===== src/ucer_pkg.sv =====
// Shared types, codes and defaults for the USB control endpoint responder.
// Depends on nothing; every other file in src imports it.
package ucer_pkg;

   // Endpoint handshake codes
   typedef enum logic [1:0] {
      HS_DISABLED = 2'd0,
      HS_STALL    = 2'd1,
      HS_NAK      = 2'd2,
      HS_VALID    = 2'd3
   } hs_type;

   typedef enum logic [1:0] {
      KIND_SETUP = 2'd0,
      KIND_OUT   = 2'd1,
      KIND_IN    = 2'd2
   } kind_type;

   typedef enum logic [2:0] {
      CS_SETUP         = 3'd0,
      CS_DATA_IN       = 3'd1,
      CS_LAST_DATA_IN  = 3'd2,
      CS_LAST_DATA_OUT = 3'd3,
      CS_STATUS_IN     = 3'd4,
      CS_STATUS_OUT    = 3'd5
   } ctrl_stage_type;

   typedef enum logic [1:0] {
      DS_DEFAULT    = 2'd0,
      DS_ADDRESS    = 2'd1,
      DS_CONFIGURE  = 2'd2,
      DS_CONFIGURED = 2'd3
   } dev_stage_type;

   typedef enum logic [3:0] {
      LOAD_NONE         = 4'd0,
      LOAD_DEVICE       = 4'd1,
      LOAD_CONFIG_SHORT = 4'd2,
      LOAD_CONFIG_FIRST = 4'd3,
      LOAD_CONFIG_REST  = 4'd4,
      LOAD_LANGID       = 4'd5,
      LOAD_VENDOR       = 4'd6,
      LOAD_PRODUCT      = 4'd7,
      LOAD_SERIAL       = 4'd8
   } load_type;

   // Configuration register indexes
   typedef enum logic [2:0] {
      CSR_PACKET_SIZE   = 3'd0,
      CSR_CONFIG_LENGTH = 3'd1,
      CSR_LANGID_LENGTH = 3'd2,
      CSR_VENDOR_LENGTH = 3'd3,
      CSR_PRODUCT_LENGTH = 3'd4,
      CSR_SERIAL_LENGTH = 3'd5
   } csr_index_type;

   localparam int unsigned CsrDataWidth = 8;
   localparam int unsigned QueueDepthDefault = 2;

   // Standard request and descriptor codes
   localparam logic [7:0] ReqSetAddress    = 8'h05;
   localparam logic [7:0] ReqSetConfig     = 8'h09;
   localparam logic [7:0] ReqGetDescriptor = 8'h06;
   localparam logic [7:0] ReqSetLineCoding = 8'h20;
   localparam logic [7:0] ClassMask        = 8'h21;
   localparam logic [7:0] DescDevice       = 8'h01;
   localparam logic [7:0] DescConfig       = 8'h02;
   localparam logic [7:0] DescString       = 8'h03;
   localparam logic [7:0] DescEndpoint     = 8'h05;
   localparam logic [7:0] DeviceDescLength = 8'd18;
   localparam logic [7:0] ConfigShortLength = 8'd9;

   // Reset values of the configuration registers
   localparam logic [6:0] PacketSizeReset    = 7'd64;
   localparam logic [7:0] ConfigLengthReset  = 8'd67;
   localparam logic [7:0] LangidLengthReset  = 8'd4;
   localparam logic [7:0] VendorLengthReset  = 8'd38;
   localparam logic [7:0] ProductLengthReset = 8'd50;
   localparam logic [7:0] SerialLengthReset  = 8'd26;

   typedef struct packed {
      logic [6:0] packet_size;
      logic [7:0] config_total_length;
      logic [7:0] langid_length;
      logic [7:0] vendor_length;
      logic [7:0] product_length;
      logic [7:0] serial_length;
   } cfg_type;

   // Classified event, as carried from the front end to the back end
   typedef struct packed {
      logic        err;
      kind_type    kind;
      logic        ep0;
      logic        ep1_arm;
      logic [1:0]  rx_status;
      logic [1:0]  tx_status;
      logic [7:0]  request_type;
      logic [7:0]  request_code;
      logic [15:0] value_word;
      logic [15:0] length_word;
   } evt_type;

   typedef struct packed {
      logic       error;
      kind_type   transaction_kind;
      hs_type     ep0_rx_new;
      hs_type     ep0_tx_new;
      logic       tx_count_write;
      logic [7:0] tx_count;
      load_type   load_source;
      logic       rx_count_arm;
      logic       address_write;
      logic [6:0] device_address;
      logic       ep1_tx_arm;
   } rsp_type;

endpackage


===== src/usb_control_endpoint_responder.sv =====
// Top level of the USB control endpoint responder: config registers,
// front end, event queue and back end. Depends on ucer_pkg and the ucer_* modules.
//
// Usage: each completed USB transfer is presented on the req_ channel as one
// transaction (endpoint, flags, prior handshakes, setup packet fields). The
// block answers every request with exactly one rsp_ transaction carrying the
// decoded kind, the new endpoint zero handshakes, byte count, descriptor
// chunk select, address write and endpoint one re-arm.
// Path: an accepted request is written into the event queue, then popped into
// the result register, which raises rsp_valid, once the back end is not stalled.
// Throughput: one transaction per cycle while rsp_stall does not hold the result
// register; the back end updates its state as each transaction is popped.
// Stall: when rsp_stall holds the result register, the back end stops popping
// and the queue (QueueDepth entries) absorbs requests; req_stall rises only
// when the queue is full. rsp_valid is registered, with no combinational path from rsp_stall.
// Reset: synchronous; clears the queue, device stage (default), control stage
// (setup), the saved wValue, and loads register defaults (packet size 64,
// config length 67, string lengths 4/38/50/26).
// Configuration: csr_write/csr_index/csr_data, write only while idle.
module usb_control_endpoint_responder #(
   parameter int unsigned QueueDepth = ucer_pkg::QueueDepthDefault
) (
   input  logic                              clock,
   input  logic                              reset,
   // configuration
   input  logic                              csr_write,
   input  logic [2:0]                        csr_index,
   input  logic [ucer_pkg::CsrDataWidth-1:0] csr_data,
   // request channel
   input  logic                              req_valid,
   output logic                              req_stall,
   input  logic [3:0]                        req_ep_index,
   input  logic                              req_dir_flag,
   input  logic                              req_setup_flag,
   input  logic                              req_rx_done_flag,
   input  logic                              req_tx_done_flag,
   input  logic [1:0]                        req_rx_status,
   input  logic [1:0]                        req_tx_status,
   input  logic [7:0]                        req_request_type,
   input  logic [7:0]                        req_request_code,
   input  logic [15:0]                       req_value_word,
   input  logic [15:0]                       req_length_word,
   // response channel
   output logic                              rsp_valid,
   input  logic                              rsp_stall,
   output logic                              rsp_error,
   output logic [1:0]                        rsp_transaction_kind,
   output logic [1:0]                        rsp_ep0_rx_new,
   output logic [1:0]                        rsp_ep0_tx_new,
   output logic                              rsp_tx_count_write,
   output logic [7:0]                        rsp_tx_count,
   output logic [3:0]                        rsp_load_source,
   output logic                              rsp_rx_count_arm,
   output logic                              rsp_address_write,
   output logic [6:0]                        rsp_device_address,
   output logic                              rsp_ep1_tx_arm
);
   import ucer_pkg::*;

   cfg_type cfg_ff, cfg_in;
   evt_type front_evt;
   evt_type queue_evt;
   logic    queue_valid;
   logic    back_stall;
   rsp_type rsp;

   // Configuration registers: hold until written, drop writes to unused indexes
   always_comb begin
      cfg_in = cfg_ff;
      if (csr_write) begin
         case (csr_index)
            CSR_PACKET_SIZE:    cfg_in.packet_size         = csr_data[6:0];
            CSR_CONFIG_LENGTH:  cfg_in.config_total_length = csr_data;
            CSR_LANGID_LENGTH:  cfg_in.langid_length       = csr_data;
            CSR_VENDOR_LENGTH:  cfg_in.vendor_length       = csr_data;
            CSR_PRODUCT_LENGTH: cfg_in.product_length      = csr_data;
            CSR_SERIAL_LENGTH:  cfg_in.serial_length       = csr_data;
            default:            cfg_in = cfg_ff;
         endcase
      end
   end

   always_ff @(posedge clock) begin
      if (reset) begin
         cfg_ff.packet_size         <= PacketSizeReset;
         cfg_ff.config_total_length <= ConfigLengthReset;
         cfg_ff.langid_length       <= LangidLengthReset;
         cfg_ff.vendor_length       <= VendorLengthReset;
         cfg_ff.product_length      <= ProductLengthReset;
         cfg_ff.serial_length       <= SerialLengthReset;
      end else begin
         cfg_ff <= cfg_in;
      end
   end

   // Classify the incoming transaction; no state is needed for that
   ucer_front u_front (
      .ep_index     (req_ep_index),
      .dir_flag     (req_dir_flag),
      .setup_flag   (req_setup_flag),
      .rx_done_flag (req_rx_done_flag),
      .tx_done_flag (req_tx_done_flag),
      .rx_status    (req_rx_status),
      .tx_status    (req_tx_status),
      .request_type (req_request_type),
      .request_code (req_request_code),
      .value_word   (req_value_word),
      .length_word  (req_length_word),
      .evt          (front_evt)
   );

   // Decouple acceptance from execution
   ucer_queue #(
      .Depth (QueueDepth)
   ) u_queue (
      .clock     (clock),
      .reset     (reset),
      .in_valid  (req_valid),
      .in_stall  (req_stall),
      .in_evt    (front_evt),
      .out_valid (queue_valid),
      .out_stall (back_stall),
      .out_evt   (queue_evt)
   );

   // Execute against device and control stage, register the result
   ucer_back u_back (
      .clock     (clock),
      .reset     (reset),
      .cfg       (cfg_ff),
      .evt_valid (queue_valid),
      .evt_stall (back_stall),
      .evt       (queue_evt),
      .rsp_valid (rsp_valid),
      .rsp_stall (rsp_stall),
      .rsp       (rsp)
   );

   assign rsp_error            = rsp.error;
   assign rsp_transaction_kind = rsp.transaction_kind;
   assign rsp_ep0_rx_new       = rsp.ep0_rx_new;
   assign rsp_ep0_tx_new       = rsp.ep0_tx_new;
   assign rsp_tx_count_write   = rsp.tx_count_write;
   assign rsp_tx_count         = rsp.tx_count;
   assign rsp_load_source      = rsp.load_source;
   assign rsp_rx_count_arm     = rsp.rx_count_arm;
   assign rsp_address_write    = rsp.address_write;
   assign rsp_device_address   = rsp.device_address;
   assign rsp_ep1_tx_arm       = rsp.ep1_tx_arm;

   // An error result always reports kind SETUP, with no endpoint one re-arm, address write or byte-count write
   assert property (@(posedge clock) disable iff (reset)
      rsp_valid && rsp_error |->
         rsp_transaction_kind == KIND_SETUP && !rsp_ep1_tx_arm &&
         !rsp_address_write && !rsp_tx_count_write)
      else $error("error result carries side effects");

   // The address write comes with the status-stage handshakes
   assert property (@(posedge clock) disable iff (reset)
      rsp_valid && rsp_address_write |->
         rsp_ep0_rx_new == HS_VALID && rsp_ep0_tx_new == HS_STALL &&
         rsp_transaction_kind == KIND_IN)
      else $error("address write outside the status stage");

   // A descriptor load always writes a byte count
   assert property (@(posedge clock) disable iff (reset)
      rsp_valid && rsp_load_source != LOAD_NONE |-> rsp_tx_count_write)
      else $error("descriptor load without byte count");

   // Endpoint one re-arm only on an IN completion
   assert property (@(posedge clock) disable iff (reset)
      rsp_valid && rsp_ep1_tx_arm |-> rsp_transaction_kind == KIND_IN)
      else $error("endpoint one re-armed on a non-IN transaction");

endmodule


===== src/ucer_front.sv =====
// Front end: classifies a completed-transfer event as SETUP, OUT or IN, or flags an error.
// Depends on ucer_pkg.
module ucer_front (
   input  logic [3:0]      ep_index,
   input  logic            dir_flag,
   input  logic            setup_flag,
   input  logic            rx_done_flag,
   input  logic            tx_done_flag,
   input  logic [1:0]      rx_status,
   input  logic [1:0]      tx_status,
   input  logic [7:0]      request_type,
   input  logic [7:0]      request_code,
   input  logic [15:0]     value_word,
   input  logic [15:0]     length_word,
   output ucer_pkg::evt_type evt
);
   import ucer_pkg::*;

   logic ep0;

   assign ep0 = (ep_index == 4'd0);

   always_comb begin
      evt              = '0;
      evt.ep0          = ep0;
      evt.rx_status    = rx_status;
      evt.tx_status    = tx_status;
      evt.request_type = request_type;
      evt.request_code = request_code;
      evt.value_word   = value_word;
      evt.length_word  = length_word;
      evt.kind         = KIND_SETUP;
      if (ep0) begin
         if (!dir_flag) begin
            evt.kind = KIND_IN;
         end else if (setup_flag) begin
            evt.kind = KIND_SETUP;
         end else if (rx_done_flag) begin
            evt.kind = KIND_OUT;
         end else begin
            evt.err = 1'b1;
         end
      end else begin
         if (rx_done_flag) begin
            evt.kind = KIND_OUT;
         end else if (tx_done_flag) begin
            evt.kind    = KIND_IN;
            evt.ep1_arm = (ep_index == 4'd1);
         end else begin
            evt.err = 1'b1;
         end
      end
   end

endmodule


===== src/ucer_queue.sv =====
// Short event queue between front and back end.
// Depends on ucer_pkg.
module ucer_queue #(
   parameter int unsigned Depth = ucer_pkg::QueueDepthDefault
) (
   input  logic              clock,
   input  logic              reset,
   input  logic              in_valid,
   output logic              in_stall,
   input  ucer_pkg::evt_type in_evt,
   output logic              out_valid,
   input  logic              out_stall,
   output ucer_pkg::evt_type out_evt
);
   import ucer_pkg::*;

   localparam int unsigned PtrWidth = (Depth > 1) ? $clog2(Depth) : 1;
   localparam int unsigned CntWidth = $clog2(Depth + 1);
   localparam logic [PtrWidth-1:0] LastPtr = PtrWidth'(Depth - 1);
   localparam logic [CntWidth-1:0] FullCnt = CntWidth'(Depth);

   evt_type               slot_ff [Depth];
   logic [PtrWidth-1:0]   wr_ptr_ff, wr_ptr_in;
   logic [PtrWidth-1:0]   rd_ptr_ff, rd_ptr_in;
   logic [CntWidth-1:0]   count_ff, count_in;
   logic                  push, pop;

   assign in_stall  = (count_ff == FullCnt);
   assign out_valid = (count_ff != '0);
   assign out_evt   = slot_ff[rd_ptr_ff];
   assign push      = in_valid && !in_stall;
   assign pop       = out_valid && !out_stall;

   always_comb begin
      wr_ptr_in = wr_ptr_ff;
      rd_ptr_in = rd_ptr_ff;
      count_in  = count_ff;
      if (push) begin
         wr_ptr_in = (wr_ptr_ff == LastPtr) ? '0 : wr_ptr_ff + 1'b1;
      end
      if (pop) begin
         rd_ptr_in = (rd_ptr_ff == LastPtr) ? '0 : rd_ptr_ff + 1'b1;
      end
      if (push && !pop) begin
         count_in = count_ff + 1'b1;
      end else if (pop && !push) begin
         count_in = count_ff - 1'b1;
      end
   end

   always_ff @(posedge clock) begin
      if (reset) begin
         wr_ptr_ff <= '0;
         rd_ptr_ff <= '0;
         count_ff  <= '0;
      end else begin
         wr_ptr_ff <= wr_ptr_in;
         rd_ptr_ff <= rd_ptr_in;
         count_ff  <= count_in;
      end
   end

   always_ff @(posedge clock) begin
      if (push) begin
         slot_ff[wr_ptr_ff] <= in_evt;
      end
   end

endmodule


===== src/ucer_back.sv =====
// Back end: control-transfer state machine and registered result.
// Depends on ucer_pkg.
module ucer_back (
   input  logic              clock,
   input  logic              reset,
   input  ucer_pkg::cfg_type cfg,
   input  logic              evt_valid,
   output logic              evt_stall,
   input  ucer_pkg::evt_type evt,
   output logic              rsp_valid,
   input  logic              rsp_stall,
   output ucer_pkg::rsp_type rsp
);
   import ucer_pkg::*;

   ctrl_stage_type ctrl_ff, ctrl_in;
   dev_stage_type  dev_ff, dev_in;
   logic [15:0]    saved_ff, saved_in;
   rsp_type        rsp_ff, rsp_in;
   logic           rsp_valid_ff;
   logic           pop;

   // Descriptor decode
   logic           desc_send;
   logic           desc_stall;
   logic [7:0]     desc_count;
   load_type       desc_src;
   ctrl_stage_type desc_stage;
   logic [7:0]     desc_type;
   logic [7:0]     desc_idx;
   logic [7:0]     psize;
   logic [7:0]     rest_count;

   assign evt_stall = rsp_valid_ff && rsp_stall;
   assign pop       = evt_valid && !evt_stall;
   assign rsp_valid = rsp_valid_ff;
   assign rsp       = rsp_ff;

   assign desc_type  = evt.value_word[15:8];
   assign desc_idx   = evt.value_word[7:0];
   assign psize      = {1'b0, cfg.packet_size};
   assign rest_count = (cfg.config_total_length > psize) ?
                       (cfg.config_total_length - psize) : 8'd0;

   always_comb begin
      desc_send  = 1'b0;
      desc_stall = 1'b0;
      desc_count = '0;
      desc_src   = LOAD_NONE;
      desc_stage = CS_LAST_DATA_IN;
      case (desc_type)
         DescDevice: begin
            desc_send  = 1'b1;
            desc_count = DeviceDescLength;
            desc_src   = LOAD_DEVICE;
         end
         DescConfig: begin
            if (evt.length_word == 16'(ConfigShortLength)) begin
               desc_send  = 1'b1;
               desc_count = ConfigShortLength;
               desc_src   = LOAD_CONFIG_SHORT;
            end else if (evt.length_word == {8'd0, cfg.config_total_length}) begin
               desc_send = 1'b1;
               desc_src  = LOAD_CONFIG_FIRST;
               if (cfg.config_total_length <= psize) begin
                  desc_count = cfg.config_total_length;
               end else begin
                  desc_count = psize;
                  desc_stage = CS_DATA_IN;
               end
            end else begin
               desc_stall = 1'b1;
            end
         end
         DescString: begin
            desc_send = 1'b1;
            case (desc_idx)
               8'd0: begin
                  desc_count = cfg.langid_length;
                  desc_src   = LOAD_LANGID;
               end
               8'd1: begin
                  desc_count = cfg.vendor_length;
                  desc_src   = LOAD_VENDOR;
               end
               8'd2: begin
                  desc_count = cfg.product_length;
                  desc_src   = LOAD_PRODUCT;
               end
               8'd3: begin
                  desc_count = cfg.serial_length;
                  desc_src   = LOAD_SERIAL;
               end
               default: begin
                  desc_send  = 1'b0;
                  desc_stall = 1'b1;
               end
            endcase
         end
         DescEndpoint: begin
            desc_send = 1'b0;
         end
         default: begin
            desc_stall = 1'b1;
         end
      endcase
   end

   // Next state
   always_comb begin
      ctrl_in  = ctrl_ff;
      dev_in   = dev_ff;
      saved_in = saved_ff;
      if (pop && !evt.err && evt.ep0) begin
         case (evt.kind)
            KIND_SETUP: begin
               ctrl_in  = CS_SETUP;
               saved_in = evt.value_word;
               if (evt.length_word == '0) begin
                  if (evt.request_code == ReqSetAddress) begin
                     dev_in = DS_ADDRESS;
                  end else if (evt.request_code == ReqSetConfig) begin
                     dev_in = DS_CONFIGURE;
                  end
               end else if (evt.request_type[7]) begin
                  if (evt.request_code == ReqGetDescriptor && desc_send) begin
                     ctrl_in = desc_stage;
                  end
               end else if ((evt.request_type & ClassMask) != '0) begin
                  if (evt.request_code == ReqSetLineCoding) begin
                     ctrl_in = CS_LAST_DATA_OUT;
                     dev_in  = DS_CONFIGURED;
                  end
               end
            end
            KIND_OUT: begin
               if (ctrl_ff == CS_LAST_DATA_OUT) begin
                  ctrl_in = CS_STATUS_IN;
               end
            end
            KIND_IN: begin
               if (dev_ff == DS_ADDRESS) begin
                  dev_in = DS_CONFIGURE;
               end else if (ctrl_ff == CS_LAST_DATA_IN) begin
                  ctrl_in = CS_STATUS_OUT;
               end else if (ctrl_ff == CS_DATA_IN) begin
                  ctrl_in = CS_LAST_DATA_IN;
               end
            end
            default: begin
               ctrl_in = ctrl_ff;
            end
         endcase
      end
   end

   // Result
   always_comb begin
      rsp_in                  = '0;
      rsp_in.error            = evt.err;
      rsp_in.transaction_kind = evt.err ? KIND_SETUP : evt.kind;
      rsp_in.ep0_rx_new       = HS_DISABLED;
      rsp_in.ep0_tx_new       = HS_DISABLED;
      rsp_in.load_source      = LOAD_NONE;
      rsp_in.ep1_tx_arm       = evt.ep1_arm && !evt.err;
      if (evt.ep0) begin
         if (evt.err) begin
            rsp_in.ep0_rx_new = HS_NAK;
            rsp_in.ep0_tx_new = HS_NAK;
         end else begin
            case (evt.kind)
               KIND_SETUP: begin
                  rsp_in.ep0_rx_new = hs_type'(evt.rx_status);
                  rsp_in.ep0_tx_new = hs_type'(evt.tx_status);
                  if (evt.length_word == '0) begin
                     if (evt.request_code == ReqSetAddress ||
                         evt.request_code == ReqSetConfig) begin
                        rsp_in.tx_count_write = 1'b1;
                        rsp_in.ep0_tx_new     = HS_VALID;
                     end
                  end else if (evt.request_type[7]) begin
                     if (evt.request_code == ReqGetDescriptor) begin
                        if (desc_send) begin
                           rsp_in.tx_count_write = 1'b1;
                           rsp_in.tx_count       = desc_count;
                           rsp_in.load_source    = desc_src;
                           rsp_in.ep0_rx_new     = HS_STALL;
                           rsp_in.ep0_tx_new     = HS_VALID;
                        end else if (desc_stall) begin
                           rsp_in.ep0_rx_new = HS_VALID;
                           rsp_in.ep0_tx_new = HS_STALL;
                        end
                     end
                  end else if ((evt.request_type & ClassMask) != '0) begin
                     if (evt.request_code == ReqSetLineCoding) begin
                        rsp_in.ep0_rx_new   = HS_VALID;
                        rsp_in.ep0_tx_new   = HS_STALL;
                        rsp_in.rx_count_arm = 1'b1;
                     end
                  end
               end
               KIND_OUT: begin
                  rsp_in.ep0_rx_new = hs_type'(evt.rx_status);
                  rsp_in.ep0_tx_new = hs_type'(evt.tx_status);
                  if (ctrl_ff == CS_LAST_DATA_OUT) begin
                     rsp_in.ep0_rx_new     = HS_STALL;
                     rsp_in.ep0_tx_new     = HS_VALID;
                     rsp_in.tx_count_write = 1'b1;
                  end
               end
               KIND_IN: begin
                  rsp_in.ep0_rx_new = HS_NAK;
                  rsp_in.ep0_tx_new = HS_NAK;
                  if (dev_ff == DS_ADDRESS) begin
                     rsp_in.address_write  = 1'b1;
                     rsp_in.device_address = saved_ff[6:0];
                     rsp_in.rx_count_arm   = 1'b1;
                     rsp_in.ep0_rx_new     = HS_VALID;
                     rsp_in.ep0_tx_new     = HS_STALL;
                  end else if (ctrl_ff == CS_LAST_DATA_IN ||
                               ctrl_ff == CS_STATUS_IN) begin
                     rsp_in.ep0_rx_new = HS_VALID;
                     rsp_in.ep0_tx_new = HS_STALL;
                  end else if (ctrl_ff == CS_DATA_IN) begin
                     rsp_in.tx_count_write = 1'b1;
                     rsp_in.tx_count       = rest_count;
                     rsp_in.load_source    = LOAD_CONFIG_REST;
                     rsp_in.ep0_rx_new     = HS_VALID;
                     rsp_in.ep0_tx_new     = HS_VALID;
                  end
               end
               default: begin
                  rsp_in.ep0_rx_new = HS_NAK;
                  rsp_in.ep0_tx_new = HS_NAK;
               end
            endcase
         end
      end
   end

   always_ff @(posedge clock) begin
      if (reset) begin
         ctrl_ff      <= CS_SETUP;
         dev_ff       <= DS_DEFAULT;
         saved_ff     <= '0;
         rsp_valid_ff <= 1'b0;
      end else begin
         ctrl_ff  <= ctrl_in;
         dev_ff   <= dev_in;
         saved_ff <= saved_in;
         if (pop) begin
            rsp_valid_ff <= 1'b1;
         end else if (!rsp_stall) begin
            rsp_valid_ff <= 1'b0;
         end
      end
   end

   always_ff @(posedge clock) begin
      if (pop) begin
         rsp_ff <= rsp_in;
      end
   end

endmodule


===== config.mk =====
export PLATFORM = sky130hd
export DESIGN_NAME = usb_control_endpoint_responder
export DESIGN_NICKNAME = d
export VERILOG_FILES = /design/src/ucer_pkg.sv /design/src/usb_control_endpoint_responder.sv /design/src/ucer_front.sv /design/src/ucer_queue.sv /design/src/ucer_back.sv
export SDC_FILE = /design/constraint.sdc
export NUM_CORES = 1
export LEC_CHECK = 0
export BUFFER_PORTS_ARGS = -buffer_cell sky130_fd_sc_hd__buf_2
export CAP_MARGIN = 20
export CORE_MARGIN = 4
export CORE_UTILIZATION = 58
export CTS_CLUSTER_DIAMETER = 30
export CTS_CLUSTER_SIZE = 20
export DETAILED_ROUTE_END_ITERATION = 16
export PLACE_DENSITY = 0.76
export SLEW_MARGIN = 0
export SYNTH_ARGS = -nofsm -noshare
export SYNTH_HDL_FRONTEND = slang
export SYNTH_SLANG_ARGS = --single-unit

===== constraint.sdc =====
create_clock -name clock -period 4 [get_ports clock]
set_input_delay 0.6 -clock clock [delete_from_list [all_inputs] [get_ports clock]]
set_output_delay 0.6 -clock clock [all_outputs]
set_load 0.005 [all_outputs]

Word level (Yosys, flattened, before mapping)
Memories as Yosys holds them, arrays and structs flattened. A register that Yosys moved wholly into a read port is not among the register bits.
Index checks and enable logic that the tools add are counted.
W data, S select, Z words.
{"block": "classes", "eq_ne": 36, "n_lt_le_gt_ge": 2, "n_reduce_logical": 40, "muxes": 90, "add_sub_neg": 5, "n_bitwise": 3}
{"op": "$mux W13", "count": 5}
{"op": "$mux W3", "count": 14}
{"op": "$mux W4", "count": 9}
{"op": "$mux W2", "count": 17}
{"op": "$eq A8 B2 Y1 const B", "count": 4}
{"op": "$mux W8", "count": 4}
{"op": "$pmux W8 S4", "count": 1}
{"op": "$mux W1", "count": 26}
{"op": "$pmux W13 S2", "count": 1}
{"op": "$eq A8 B3 Y1 const B", "count": 3}
{"op": "$pmux W4 S3", "count": 2}
{"op": "$pmux W8 S3", "count": 1}
{"op": "$mux W17", "count": 1}
{"op": "$eq A16 B4 Y1 const B", "count": 1}
{"op": "$eq A16 B8 Y1", "count": 1}
{"op": "$eq A8 B1 Y1 const B", "count": 2}
{"op": "$logic_not A16 Y1", "count": 1}
{"op": "$mux W16", "count": 1}
{"op": "$pmux W4 S4", "count": 1}
{"op": "$reduce_and A2 Y1", "count": 7}
{"op": "$eq A3 B2 Y1 const B", "count": 4}
{"op": "$eq A3 B3 Y1 const B", "count": 3}
{"op": "$logic_and A1 B1 Y1", "count": 9}
{"op": "$mux W9", "count": 1}
{"op": "other kinds (36)", "count": 57}
{"block": "totals", "mem_count": 1, "word_cells": 203, "mem_bits_rw": 114, "reg_bits": 94, "output_inout_bits": 32}
{"memory": "u_queue.slot_ff", "depth": 2, "width": 57, "rd": 1, "rd_clocked_by_memory_dff": 1, "write_ports": 1, "line_no": "ucer_queue.sv:22", "rtl": "evt_type slot_ff [Depth];"}

Depth between registers and ports, before layout
Gate-level depths: netlist of run 1.
{"block": "depth", "depth_word": 11, "ltp_mapped": 15}

By module
Synthesis of run 1 repeated with hierarchy kept, for this count alone.
{"block": "hier_totals", "cells_unflattened": 792, "hier_area_um2": 9915.8}
{"module": "ucer_queue", "seq_area_each_um2": 3523.4, "instances": 1, "cells_per_inst": 202, "area_each_um2": 4339.2}
{"module": "ucer_back", "seq_area_each_um2": 1161.1, "instances": 1, "cells_per_inst": 351, "area_each_um2": 3203.1}
{"module": "usb_control_endpoint_responder", "seq_area_each_um2": 940.9, "instances": 1, "cells_per_inst": 176, "area_each_um2": 1884.3}
{"module": "ucer_front", "seq_area_each_um2": 0.0, "instances": 1, "cells_per_inst": 63, "area_each_um2": 489.2}

Least setup slack after synthesis of run 1
OpenSTA, ideal clock, no wires.
{"block": "synth_timing", "path_type": "in2reg", "start": "in req_valid", "end": "mem u_queue.slot_ff[0][0] (netlist name), enable pin", "required_ps": 3538, "arrival_time_ps": 2867, "path_slack_ps": 671, "setup_ps": 462, "path_buffers": 0, "path_stages": 2, "cell_sequence": "nand2_1 nor2_1"}
{"block": "synth_between", "elab_chain_cells": 3}
{"element": "start, declared", "line_no": "usb_control_endpoint_responder.sv:30", "rtl": "input logic req_valid,"}
{"element": "$logic_and A1 B1 Y1", "line_no": "ucer_queue.sv:31", "rtl": "assign push = in_valid && !in_stall;"}
{"element": "$mux W1", "line_no": "ucer_queue.sv:64", "rtl": "if (push) begin"}
{"element": "$mux W1 (implied by the code)", "line_no": "ucer_queue.sv:65", "rtl": "slot_ff[wr_ptr_ff] <= in_evt;"}
{"element": "end, declared", "line_no": "ucer_queue.sv:22"}
No other way between the ends.

==> results of run 1 <==
[cell families after synthesis]
kind of cell	synth area share, %
and+or+nand+nor	17.5
DFF	59.2
AOI/OAI and AO/OA	10.3
buffers and inverters	2.62
muxes	6.46
xor gates and xnor gates	1.85
adders and majority gates	2.03
[metal layers]
| layer | routed length (µm) | GRT usage (%) | vias to the layer above | share of wire, % |
|---|---|---|---|---|
| met3 | 1290 | 5.32 | 28 | 6.6 |
| met2 | 9290 | 37.0 | 234 | 48 |
| met1 | 8480 | 30.4 | 3106 | 44 |
| met5 | 0 | 0 | - | 0 |
| li1 | - | - | 3143 | - |
| met4 | 363 | 7.51 | 0 | 1.9 |
[state kept, by name, summed over array words and instances (netlist names), named ones only]
name	flops
cfg_ff	47
u_back.ctrl_ff	3
u_back.dev_ff	2
u_back.rsp	30
u_back.rsp_valid	1
u_back.saved_ff	7
u_queue.count_ff	2
u_queue.rd_ptr_ff	1
u_queue.slot_ff	104
u_queue.wr_ptr_ff	1
[final cells by class]
type,instances,area (µm²),share of cell area [%]
sequential,199,5330,51.7
inverter,21,78.8,0.765
clock buffer,20,479,4.65
timing repair buffer,115,646,6.26
tap,188,235,2.28
multi-input combinational,549,3440,33.4
clock inverter,12,101,0.983
[final timing paths]
| kind | startpoint | slack, ns | endpoint | depth (start not counted) |
|---|---|---|---|---|
| setup / recovery | flip-flop | 1.02 | u_back.rsp[15] | 8 |
| hold / removal | req_value_word[14] | 0.36 | u_queue.slot_ff[0][30] | 1 |
| setup reg to reg | flip-flop | 1.02 | u_back.rsp[15] | 8 |
| hold reg to reg | cfg_ff[24] | 0.46 | cfg_ff[24] | 2 |
[cell usage after synthesis (all sizes together) (8+ instances only)]
master / n / area [µm²]
ha: 13 / 163
mux2i: 32 / 333
dfxtp: 65 / 1300
nor4: 17 / 125
buf: 12 / 104
a211oi: 14 / 125
edfxtp: 134 / 4020
nor2: 64 / 243
mux4: 8 / 180
nand3b: 16 / 120
and2: 13 / 81.3
inv: 21 / 78.8
nor3: 23 / 120
nand3: 19 / 95.1
a21oi: 66 / 330
nand2: 133 / 502
o21ai: 21 / 105
clkbuf: 14 / 52.6
xnor2: 13 / 114
[critical path, stage by stage, from the launching register on]
cell      delay (ns)
dfxtp_2         0.51
buf_12          0.25
mux2i_1         0.44
ha_1            0.46
nand3_1         0.16
nor2_1          0.40
nand2_1         0.14
o211a_1         0.14
a211oi_1        0.26
[power by group through the flow]
stage | Sequential [W] | Combinational [W] | Clock (W)
6_report | 0.00275 | 0.00138 | 0.00166
5_1_grt | 0.00278 | 0.00152 | 0.00177
4_1_cts | 0.00275 | 0.00138 | 0.00169
3_5_place_dp | 0.00279 | 0.00138 | 0
3_3_place_gp | 0.00278 | 0.00134 | 0
2_1_floorplan | 0.00277 | 0.000965 | 0
[per-stage QoR]
step | worst slack, ns | cells | utilization, % | instance area, µm² | hold slack [ns]
after floorplan | 0.671 | 795 | - | 8990 | 0.433
after global placement | 1.13 | 1070 | 63.7 | 9690 | 0.438
after detailed placement | 1.06 | 1071 | 63.9 | 9710 | 0.447
after CTS | 1.05 | 1103 | 67.7 | 10300 | 0.341
after global routing | 0.784 | 1104 | 67.8 | 10300 | 0.340
final | 1.02 | 1104 | 67.8 | 10300 | 0.357
[placed cells by master, fill, tap and decap left out, types with 14 or more instances in the layout]
cell type | Yosys | routed
o21ai_0 | 21 | 21
nor3_1 | 22 | 22
nor4_1 | 14 | 14
nand3_1 | 19 | 19
nand3b_1 | 16 | 16
clkbuf_16 | 0 | 19
dfxtp_1 | 65 | 64
mux2i_1 | 31 | 30
buf_2 | 6 | 102
inv_1 | 21 | 21
nand2_1 | 132 | 132
a21oi_1 | 66 | 66
edfxtp_1 | 134 | 134
nor2_1 | 63 | 62
==> results.json, run 1 <==
{
  "status": "finished, final reports clean",
  "synthToLayoutAreaGrowth_pct": 14.7,
  "antenna_cells": 0,
  "p_seq_share_pct": 47.5,
  "port_buffers": 102,
  "rsz0062_at_grt": "no",
  "drive_gt1_share_pct": 19.4,
  "p_leak_nw": 3.70,
  "synth_warnings": 0,
  "ir_drop_mv": 0.375,
  "critPathMaxFanout": 30,
  "hp-class": "primary input to flip-flop",
  "fillers": 1151,
  "die_h_um": 132,
  "hold_viol_final": 0,
  "clockBufferDepth": 2,
  "dpl.hpwl_um": 14300,
  "worst-endpoint-arrival_ns": 3.22,
  "cts_tree": "built",
  "wl_per_cell_um": 17.6,
  "ys_seq_area_share_pct": 59.2,
  "period_needed_ns": 2.98,
  "power.share.clock_pct": 28.6,
  "grt_overflow": 0,
  "async_flop_share_pct": 0,
  "ctsHoldBuffers": 0,
  "p_sw_w": 0.00175,
  "first_global_vias": 6478,
  "cts_root_buf": "clkbuf_16",
  "grt_pass1_wl_um": 32000,
  "clock_skew_ns": 0.0158,
  "syn-cell-area_um2": 8990,
  "setup_viol": 0,
  "grt_usage_pct": 22.7,
  "drt_iter0_markers": 485,
  "drt_wl_total_um": 19400,
  "clock_sinks": 199,
  "drc": 0,
  "avgSynthCellArea_um2": 11.3,
  "required_ns": 4.24,
  "die-width_um": 132,
  "power_density_nw_per_um2": 562,
  "cts_buffers": 17,
  "antenna_left": 0,
  "tightest_slew_ns": 1.03,
  "max_slew_margin_pct": 31.0,
  "final-max-slew-violation-count": 0,
  "place_congestion": 0.886,
  "fp.dieArea_um2": 17600,
  "timing.final.crit_share_pct": 74.6,
  "clk_pin_slew_ns": 0.07,
  "path_class": "flip-flop to flip-flop",
  "p_total_w": 0.00579,
  "via_count": 6511,
  "worstSetupEndpointType": "flip-flop",
  "p_sw_share_pct": 30.2,
  "cts_resized": 0,
  "ys_ff_latch": 199,
  "combPwrFrac_pct": 23.9,
  "design.core.area_um2": 15200,
  "ios": 108,
  "rows": 45,
  "clkLatencyLatePin_ns": 0.43,
  "syn_inst": 795,
  "timing.setup.tns_ns": 0,
  "synthFlopType": "edfxtp_1",
  "synth-edff-count": 134,
  "p_int_w": 0.00404,
  "h-tree-depth": 4,
  "nNetsFinal": 993,
  "routed_via_density": 5.90,
  "drtPass1Iterations": 5,
  "post_cts_buffers": 0,
  "fmax_ghz": 0.335,
  "synth_nets": 885,
  "synth_cell_types": 70,
  "initial_utilization_pct": 59.1,
  "max_cap_viol_count": 0,
  "antenna_found_initial": 0,
  "cp-start-kind": "flip-flop",
  "grt_start_max_net_pins": 66
}
Power figures use the tool's default switching activity.
==> run 2, diff against run 1 <==
- CORE_UTILIZATION: 58 -> 53
- PLACE_DENSITY: 0.76 -> 0.73
- clock period: 4 -> 2.5 ns (I/O delays scaled with it)
==> results.json, run 2 (synthesized netlist as in run 1, its figures left out) <==
{
  "status": "complete, but fails checks",
  "violations": "negative setup slack",
  "design.core.area_um2": 16600,
  "cp-start-kind": "flip-flop",
  "required_ns": 2.77,
  "fp.dieArea_um2": 19100,
  "routed_via_density": 5.64,
  "antenna_left": 0,
  "drtPass1Iterations": 5,
  "worst-endpoint-arrival_ns": 2.78,
  "fmax_ghz": 0.400,
  "drt_wl_total_um": 21900,
  "synthToLayoutAreaGrowth_pct": 28.1,
  "path_class": "flip-flop to flip-flop",
  "ir_drop_mv": 0.615,
  "rsz0062_at_grt": "yes",
  "max_cap_viol_count": 0,
  "via_count": 6921,
  "critPathMaxFanout": 6,
  "largest_register_ffs": 104,
  "dpl.hpwl_um": 15300,
  "nNetsFinal": 1085,
  "final-max-slew-violation-count": 0,
  "rows": 47,
  "p_total_w": 0.0100,
  "cts_root_buf": "clkbuf_16",
  "clock_sinks": 199,
  "timing.final.crit_share_pct": 100,
  "final_common_cell": "edfxtp_1",
  "first_global_vias": 6664,
  "power_density_nw_per_um2": 871,
  "timing.final.ws_setup_ns": -0.00269,
  "clk_pin_slew_ns": 0.07,
  "antenna_found_initial": 0,
  "grt_start_max_net_pins": 53,
  "place_congestion": 0.922,
  "initial_utilization_pct": 54.2,
  "drt_iter0_markers": 530,
  "ios": 108,
  "fillers": 1238,
  "cts_tree": "built",
  "timing.setup.tns_ns": -0.00271,
  "grt_usage_pct": 22.0,
  "setup_viol": 2,
  "cts_buffers": 17,
  "final_cell_mix": "edfxtp_1, nand2_1, buf_2",
  "grt_overflow": 0,
  "regMostFlops": "u_queue.slot_ff",
  "clockBufferDepth": 2,
  "p_leak_nw": 4.19,
  "max_slew_margin_pct": 52.3,
  "port_buffers": 102,
  "die_h_um": 138,
  "h-tree-depth": 4,
  "drc": 0,
  "antenna_cells": 0,
  "clkLatencyLatePin_ns": 0.44,
  "worstSetupEndpointType": "flip-flop",
  "die-width_um": 138,
  "hold_viol_final": 0,
  "hp-class": "primary input to flip-flop",
  "drive_gt1_share_pct": 32.8,
  "grt_pass1_wl_um": 34000,
  "wl_per_cell_um": 17.8,
  "clock_skew_ns": 0.0104,
  "tightest_slew_ns": 0.708,
  "period_needed_ns": 2.50
}
-- run 2: changes by cell type in the layout (fill, tap and decap cells not counted), sizes merged --
cell | before | now
clkbuf | 20 | 22
clkinv | 2 | 1
buf | 115 | 205
bufinv | 0 | 1
clkinvlp | 1 | 6
inv | 30 | 25
-- run 2: worst paths after layout --
kind	startpoint	end	slack (ns)	cells after the start
hold / removal	req_length_word[12]	u_queue.slot_ff[0][12]	0.12	1
setup / recovery	u_queue.slot_ff[1][30]	u_back.rsp[25]	-0.003	8
setup reg to reg	u_queue.slot_ff[1][30]	u_back.rsp[25]	-0.003	8
hold reg to reg	cfg_ff[24]	cfg_ff[24]	0.46	2
-- run 2: cell type report --
class	count	area [µm²]	area share (%)
clock inverters	12	121	1.05
well taps	220	275	2.39
repair buffers	207	1400	12.2
multi-input cells	549	3870	33.6
clock buffers	20	437	3.79
flip-flops and latches	199	5330	46.3
inverters	21	78.8	0.684
-- run 2: power by group --
group,total [W],switching [W],internal [W]
clock network,0.00263,0.00123,0.00139
logic,0.00299,0.00159,0.00139
registers,0.00442,0.000256,0.00417
total,0.0100,0.00308,0.00695
-- run 2: metal layers --
layer  global-route usage [%]  wire, µm  part of all wire, %  up-vias
li1                         -         -                    -     3317
met1                     30.2      9530                   44     3347
met2                     35.6     10700                   49      225
met3                     4.07      1230                  5.6       32
met4                     7.38       369                  1.7        0
met5                        0         0                    0        -
-- run 2: per-stage QoR --
step                area, µm²  instances  hold slack [ns]  utilization [%]  setup WS, ns
floorplan                9150        795            0.433                -       -0.0679
global placement        10500       1179            0.440             63.1       -0.0212
detailed placement      10500       1179            0.444             63.1       -0.0523
CTS                     11100       1213            0.107             66.7       0.00184
global route            11500       1228            0.111             69.5        -0.110
finish                  11500       1228            0.120             69.5      -0.00269
-- run 2: worst max-delay path, stage by stage (launching register included) --
cell and delay [ns]:
edfxtp_1 0.42, nor4b_4 0.31, a22oi_2 0.19, buf_4 0.19, a211oi_4 0.34, nor3_2 0.12
nand3b_1 0.26, a211o_1 0.31, a21oi_1 0.18
-- run 2: repair_timing --
action | CTS | global route
gates resized for setup | 5 | 66
hold buffers | 0 | 0
setup buffers | 2 | 15
setup endpoints to repair | 10 | 21
hold endpoints to repair | 0 | 0
gates cloned | 0 | 1
pin swaps | 4 | 27
==> run 3, diff against run 2 <==
- ABC_AREA: unset -> 1
==> results.json, run 3 <==
{
  "status": "finished, final reports clean",
  "synth_nets": 1057,
  "hold_viol_final": 0,
  "postLayoutCoreUtil_pct": 64.7,
  "via_count": 6966,
  "antenna_cells": 0,
  "max_cap_viol_count": 0,
  "p_leak_nw": 4.51,
  "grt_overflow": 0,
  "final_cells": 1351,
  "final_cell_mix": "nand2_1, edfxtp_1, inv_1",
  "p_total_w": 0.00953,
  "rows": 47,
  "clock_sinks": 199,
  "timing.hold.ws_ns": 0.128,
  "clockBufferDepth": 2,
  "synth_area_leaders": "edfxtp_1, dfxtp_1, nand2_1, inv_1, nor2_1",
  "die_h_um": 139,
  "design.core.area_um2": 16600,
  "syn-cell-area_um2": 9030,
  "worst-endpoint-arrival_ns": 2.54,
  "final-max-slew-violation-count": 0,
  "drt_iter0_markers": 442,
  "fp.dieArea_um2": 19200,
  "synth.most_common_cell": "nand2_1",
  "clock_skew_ns": 0.00912,
  "setup_viol": 0,
  "placed_area_um2": 10200,
  "synthToLayoutAreaGrowth_pct": 19.2,
  "drc": 0,
  "drive_gt1_share_pct": 20.0,
  "port_buffers": 102,
  "ys_ff_latch": 199,
  "antenna_left": 0,
  "post-route-cell-area_um2": 10800,
  "required_ns": 2.69,
  "ios": 108,
  "synth-edff-count": 134,
  "drtPass1Iterations": 7,
  "h-tree-depth": 4,
  "cts_tree": "built",
  "power_density_nw_per_um2": 885,
  "wl_per_cell_um": 14.6,
  "grt_start_max_net_pins": 53,
  "synth_cell_types": 44,
  "first_global_vias": 6367,
  "grt_pass1_wl_um": 32000,
  "synth_area_leader_cell": "edfxtp_1",
  "routed_via_density": 5.16,
  "largest_register_ffs": 104,
  "drt_wl_total_um": 19800,
  "fillers": 1372,
  "synth_warnings": 0,
  "clk_pin_slew_ns": 0.07,
  "place_congestion": 0.892,
  "netlist_top_cells_count": "nand2_1, edfxtp_1, inv_1",
  "antenna_found_initial": 0,
  "initial_utilization_pct": 54.2,
  "cts_root_buf": "clkbuf_16",
  "dpl.hpwl_um": 14700,
  "ctsHoldBuffers": 0,
  "max_slew_margin_pct": 51.1,
  "timing.final.crit_share_pct": 93.9,
  "nNetsFinal": 1208,
  "synth_top_area_share_pct": 44.6,
  "syn_inst": 967,
  "hp-class": "primary input to flip-flop",
  "fmax_ghz": 0.426,
  "seqCellArea_um2": 5330,
  "avgSynthCellArea_um2": 9.34,
  "synthFlopType": "edfxtp_1",
  "cp-start-kind": "flip-flop",
  "ir_drop_mv": 0.555,
  "async_flop_share_pct": 0,
  "clkLatencyLatePin_ns": 0.43,
  "ys_seq_area_share_pct": 59.0,
  "tightest_slew_ns": 0.726,
  "worstSetupEndpointType": "flip-flop",
  "path_class": "flip-flop to flip-flop",
  "multi_input_area_um2": 3150,
  "period_needed_ns": 2.35,
  "dp_cells": 1318,
  "grt_usage_pct": 20.8,
  "cts_buffers": 17,
  "die-width_um": 139,
  "regMostFlops": "u_queue.slot_ff",
  "final_common_cell": "nand2_1",
  "critPathMaxFanout": 13
}
## run 3: cell count changes in the layout (fill, tap and decap cells not counted), moves of 11 or more
cell,change
xnor2_1,-11
inv_1,+110
nor4_2,-12
o21ai_0,+55
mux2i_1,-14
nor2_1,+33
buf_4,-49
nand2_1,+69
and2_1,-11
nand3b_1,-11
nand3_1,+22
## run 3: kinds of logic (layout without fill, tap and decap cells)
group	count (synthesis)	count (layout)	share of synthesized area, %
simple gates	399	399	19.2
xor+xnor	3	3	0.291
buf+inv	157	321	7.07
fa+ha+maj	14	14	2.02
compound gates	187	187	11.5
flops	199	199	59.0
mux	8	8	0.887
## run 3: layer usage
metal | share of wire (%) | routed length [µm] | GRT usage [%] | vias to the layer above
met1 | 47 | 9260 | 29.3 | 3206
met5 | 0 | 0 | 0 | -
li1 | - | - | - | 3551
met4 | 1.5 | 305 | 6.14 | 0
met3 | 5.5 | 1090 | 3.94 | 25
met2 | 46 | 9110 | 33.1 | 184
## run 3: worst max-delay path: stages, from the launching register on
cell and delay [ns]:
dfxtp_1 0.31, inv_1 0.10, ha_1 0.15, inv_1 0.07, fa_2 0.37, nand2_1 0.07
nand2_1 0.06, nand2_1 0.08, o2111ai_2 0.12, nand2_1 0.14, buf_12 0.15, nand2_1 0.05
nand3_1 0.07, nand2_1 0.05, nand2_1 0.06, nand2_1 0.06, a21oi_2 0.14, nor2_1 0.06
## run 3: repair_timing
action	4_1_cts	5_1_grt
resized for setup	0	19
hold endpoints to repair	0	0
buffers inserted	0	1
endpoints found under the setup margin	0	20
## run 3: layout make-up
| cell class | instances | share of cell area [%] |
|---|---|---|
| Clock buffer | 19 | 4.02 |
| Clock inverter | 13 | 0.872 |
| Inverter | 136 | 4.74 |
| Multi-Input combinational cell | 611 | 29.3 |
| Sequential cell | 199 | 49.5 |
| Tap cell | 220 | 2.56 |
| Timing Repair Buffer | 153 | 9.07 |
## run 3: report_power, final
part           switching [W]  internal (W)  leakage [nW]
combinational        0.00173      0.000973          2.45
sequential          0.000164       0.00417          1.80
clock                0.00120       0.00128         0.254
total                0.00310       0.00643          4.51
## run 3: stage by stage
step           setup TNS [ns]  worst slack, ns
2_1_floorplan               0           0.0207
3_3_place_gp                0            0.155
3_5_place_dp                0           0.0914
5_1_grt               -0.0233          -0.0146
4_1_cts                     0           0.0820
6_report                    0            0.151
## run 3: worst paths after layout
kind / depth (start not counted) / to / startpoint / slack, ns
max: 17 / u_back.rsp[14] / cfg_ff[32] / 0.15
min: 1 / u_queue.slot_ff[1][50] / req_rx_status[0] / 0.13
max reg2reg: 17 / u_back.rsp[14] / cfg_ff[32] / 0.15
min reg2reg: 2 / u_back.saved_ff[6] / u_back.saved_ff[6] / 0.45
